`config.mk`:
```
export PLATFORM = sky130hd
export DESIGN_NAME = sswl_sub
export DESIGN_NICKNAME = d
export VERILOG_FILES = /design/src/hw/rtl/sswl_pkg.sv /design/src/hw/rtl/sswl_sub.sv
export SDC_FILE = /design/constraint.sdc
export NUM_CORES = 1
export LEC_CHECK = 0
export ABC_AREA = 1
export BUFFER_PORTS_ARGS = -buffer_cell sky130_fd_sc_hd__buf_2
export CAP_MARGIN = 10
export CORE_MARGIN = 2
export CORE_UTILIZATION = 38
export DETAILED_ROUTE_END_ITERATION = 10
export PLACE_DENSITY = 0.63
export SETUP_SLACK_MARGIN = 0.5
export SLEW_MARGIN = 0
export SYNTH_ARGS = -nofsm -noshare
export SYNTH_HDL_FRONTEND = slang
export SYNTH_SLANG_ARGS = --single-unit
```
`constraint.sdc`:
```
create_clock -name vclk -period 2.8
set_input_delay 0.56 -clock vclk [all_inputs]
set_output_delay 0.56 -clock vclk [all_outputs]
set_load 0.01 [all_outputs]
```
`src/hw/rtl/sswl_pkg.sv`:
```
// Package of the segment search block: shared constants, operation codes and types.
// No dependencies; used by the subtractor, the top level and the checker.
package sswl_pkg;

  localparam int unsigned DepthDef    = 1024;
  localparam int unsigned FracBitsDef = 16;
  localparam int unsigned TimeW       = 32;

  localparam logic OpLoad  = 1'b0;
  localparam logic OpQuery = 1'b1;

  typedef struct packed {
    logic             borrow;
    logic [TimeW:0]   diff;
  } sub_res_t;

endpackage

```
`src/hw/rtl/sswl_sub.sv`:
```
// Shared subtract and compare unit of the segment search block.
// Depends on sswl_pkg for the operand width and the result struct.
module sswl_sub (
  input  logic [sswl_pkg::TimeW:0] a_i,
  input  logic [sswl_pkg::TimeW:0] b_i,
  output sswl_pkg::sub_res_t       res_o
);
  import sswl_pkg::*;

  logic [TimeW+1:0] full;

  assign full         = {1'b0, a_i} - {1'b0, b_i};
  assign res_o.borrow = full[TimeW+1];
  assign res_o.diff   = full[TimeW:0];

endmodule

```
==> summary.txt <==
Status
  – Status: completed

Die
  – Die Height: 87.6 um
  – Initial Utilization: 39.3%
  – Horiz. Die Dim: 87.6 um
  – FP Rows: 30
  – Core area: 6760 sq um
  – Die footprint: 7670 sq um
  – I/O pin count: 100

Setup path
  – WP buf/inv: 4
  – Worst setup SP type: primary input
  – Cell mode on critical path: nand2_4
  – Kind of critical path: in -> out
  – Slowest-stage cell, CP: fa_2
  – Worst EP required: 2240 ps
  – Crit path max-delay family: simple AND/OR/NAND/NOR gates
  – CP Cell Sequence: buf_8, inv_12, ha_4, inv_4, fa_2, nand2_2, nand2_4, nand3_2, nand2_4, nand2_2, nand2_4, nand2_4, nand2_1, nand2_1, nand2_2, buf_6
  – Critical Path Fanout Max: 3
  – Worst Path Arrival: 2050 ps
  – Critical Path End Type: output pin
  – Worst path max stage delay: 350 ps

Synthesis
  – Area contributors post-synth: nand2_1 36%, inv_1 23%, ha_1 16%
  – Synth top area share: 36.4%
  – YS warnings: 0
  – Syn nets: 677
  – Cell Area, Synth: 2650 sq um
  – Syn_area_per_cell: 4.60 sq um
  – Sequential area share after synthesis: 0%
  – Synth area leader: nand2_1
  – Mapped Cells: 577
  – Yosys cell types: 18

STA
  – Actual slew at the worst max-slew pin: 249 ps
  – Tcrit/Tclk final: 93.2%
  – Hold WS: 1490 ps
  – Slew HR: 83.3%
  – Tmin final: 2610 ps
  – Final Setup Violations: 0
  – RSZ-0062 raised after global routing: true
  – Fin. Hold Viols: 0
  – F_max: 383 MHz
  – Max-slew violations: 0
  – Setup WS post-layout: 190 ps

Placed design
  – Worst slack, placed: -8.17 ps
  – Post-DP HPWL: 6.90 mm
  – Port bufs: 100
  – RD Place Congestion: 0.874

Layout
  – Layout fillers: 604
  – Antenna diode count: 0
  – Commonest non-fill, non-tap cell in the layout: nand2_1
  – FFs & Latches: 0
  – Nets: 806
  – Synthesis-to-layout area growth: 78.2%
  – Most frequent cells in the layout: 170 x nand2_1, 136 x inv_1, 74 x buf_2, 66 x nand2_2, 31 x ha_4
  – Storage cell area: 0 sq um
  – # clk buffers: 0
  – Layout cells sized above 1: 46.6%

Global routing
  – Vias in the first global route: 3,508
  – All-layer global routing usage: 23.4%
  – Largest net degree at the start of global routing: 6
  – Total gr overflow: 0
  – First-pass GRT wire length: 15.0 mm
  – Initial antenna violation count: 0

Detailed routing
  – Vias per cell: 4.77
  – Starting DRC count in detailed routing: 150
  – Final WL: 9.77 mm
  – 1st-pass router iterations: 5
  – DRC viols: 0
  – Average wire per standard cell: 12.5 um
  – DRT antenna net count: 0
  – Via count: 3,741

Clock tree
  – Cts hold-fix bufs: 0

Min path
  – Worst hold start: b_i[0]
  – WHS Endpoint: res_o[0]
  – WHS Path Cells: 4
  – HP Class: in -> out

Pwr
  – Static Leak: 2.83 nW
  – Power per Cell Area: 237 nW/um^2
  – Maximum VDD drop: 155 uV

Run
  – Max Cap Violations: 0
[metal layers]
layer / GRT usage [%] / up-vias / share of wire (%)
li1: - / 1916 / -
met1: 31.6 / 1688 / 44
met2: 43.5 / 123 / 49
met3: 0.377 / 14 / 5.3
met4: 1.82 / 0 / 1.1
met5: 0 / - / 0
[power by group]
part | internal, mW | switching, mW | total [mW] | leakage, nW
Clock | 0 | 0 | 0 | 0
Sequential | 0 | 0 | 0 | 0
Combinational | 0.498 | 0.620 | 1.12 | 2.83
[stage by stage]
stage	instances	setup TNS (ps)	total power, mW	area, sq um	utilization, %
2_1_floorplan	577	0	0.487	2700	-
3_3_place_gp	758	0	0.731	3310	49.0
3_5_place_dp	758	-8.17	0.734	3310	49.0
4_1_cts	774	0	1.00	4390	65.0
5_1_grt	784	0	1.22	4730	69.9
6_report	784	0	1.12	4730	69.9
[tightest hold or removal path, cell delays in order]
cell and delay [ps]:
buf_2 100, ha_4 120, inv_1 30, buf_2 120
[cell families (layout without fill, tap and decap cells)]
logic type	Yosys count	in the layout	share of synthesized area [%]
and+or+nand+nor	342	342	51.2
AOI/OAI and AO/OA	21	21	4.15
buffers and inverters	165	292	23.3
xor gates and xnor gates	15	15	4.95
adders and majority gates	34	34	16.3
[cell type report]
| type | count | area (sq um) | share of cell area, % |
|---|---|---|---|
| Multi-Input combinational cell | 412 | 3050 | 64.5 |
| Timing Repair Buffer | 127 | 920 | 19.5 |
| Inverter | 165 | 657 | 13.9 |
| Tap cell | 80 | 100 | 2.12 |
[worst max-delay path by stage]
stage / slack, ps / cells after the start / start / end
floorplan: 460 / 14 / a_i[0] / res_o[30]
global placement: 30 / 16 / a_i[0] / res_o[32]
detailed placement: -8 / 16 / a_i[0] / res_o[32]
CTS: 210 / 16 / a_i[0] / res_o[32]
global route: 110 / 16 / a_i[0] / res_o[32]
finish: 190 / 16 / a_i[0] / res_o[32]
[repair_timing]
item / CTS / global route
setup endpoints to repair: 29 / 30
buffers inserted: 16 / 10
resized for setup: 224 / 58
pin swaps: 81 / 35
[synthesized netlist by cell type (all sizes together)]
master	instances
nor3	3
nand2	264
fa	1
nand4	3
nor2	42
xor2	13
a21o	1
inv	165
ha	33
and2	2
o21bai	1
a21oi	19
xnor2	2
nand3	26
or2	2
Power figures use the tool's default switching activity.
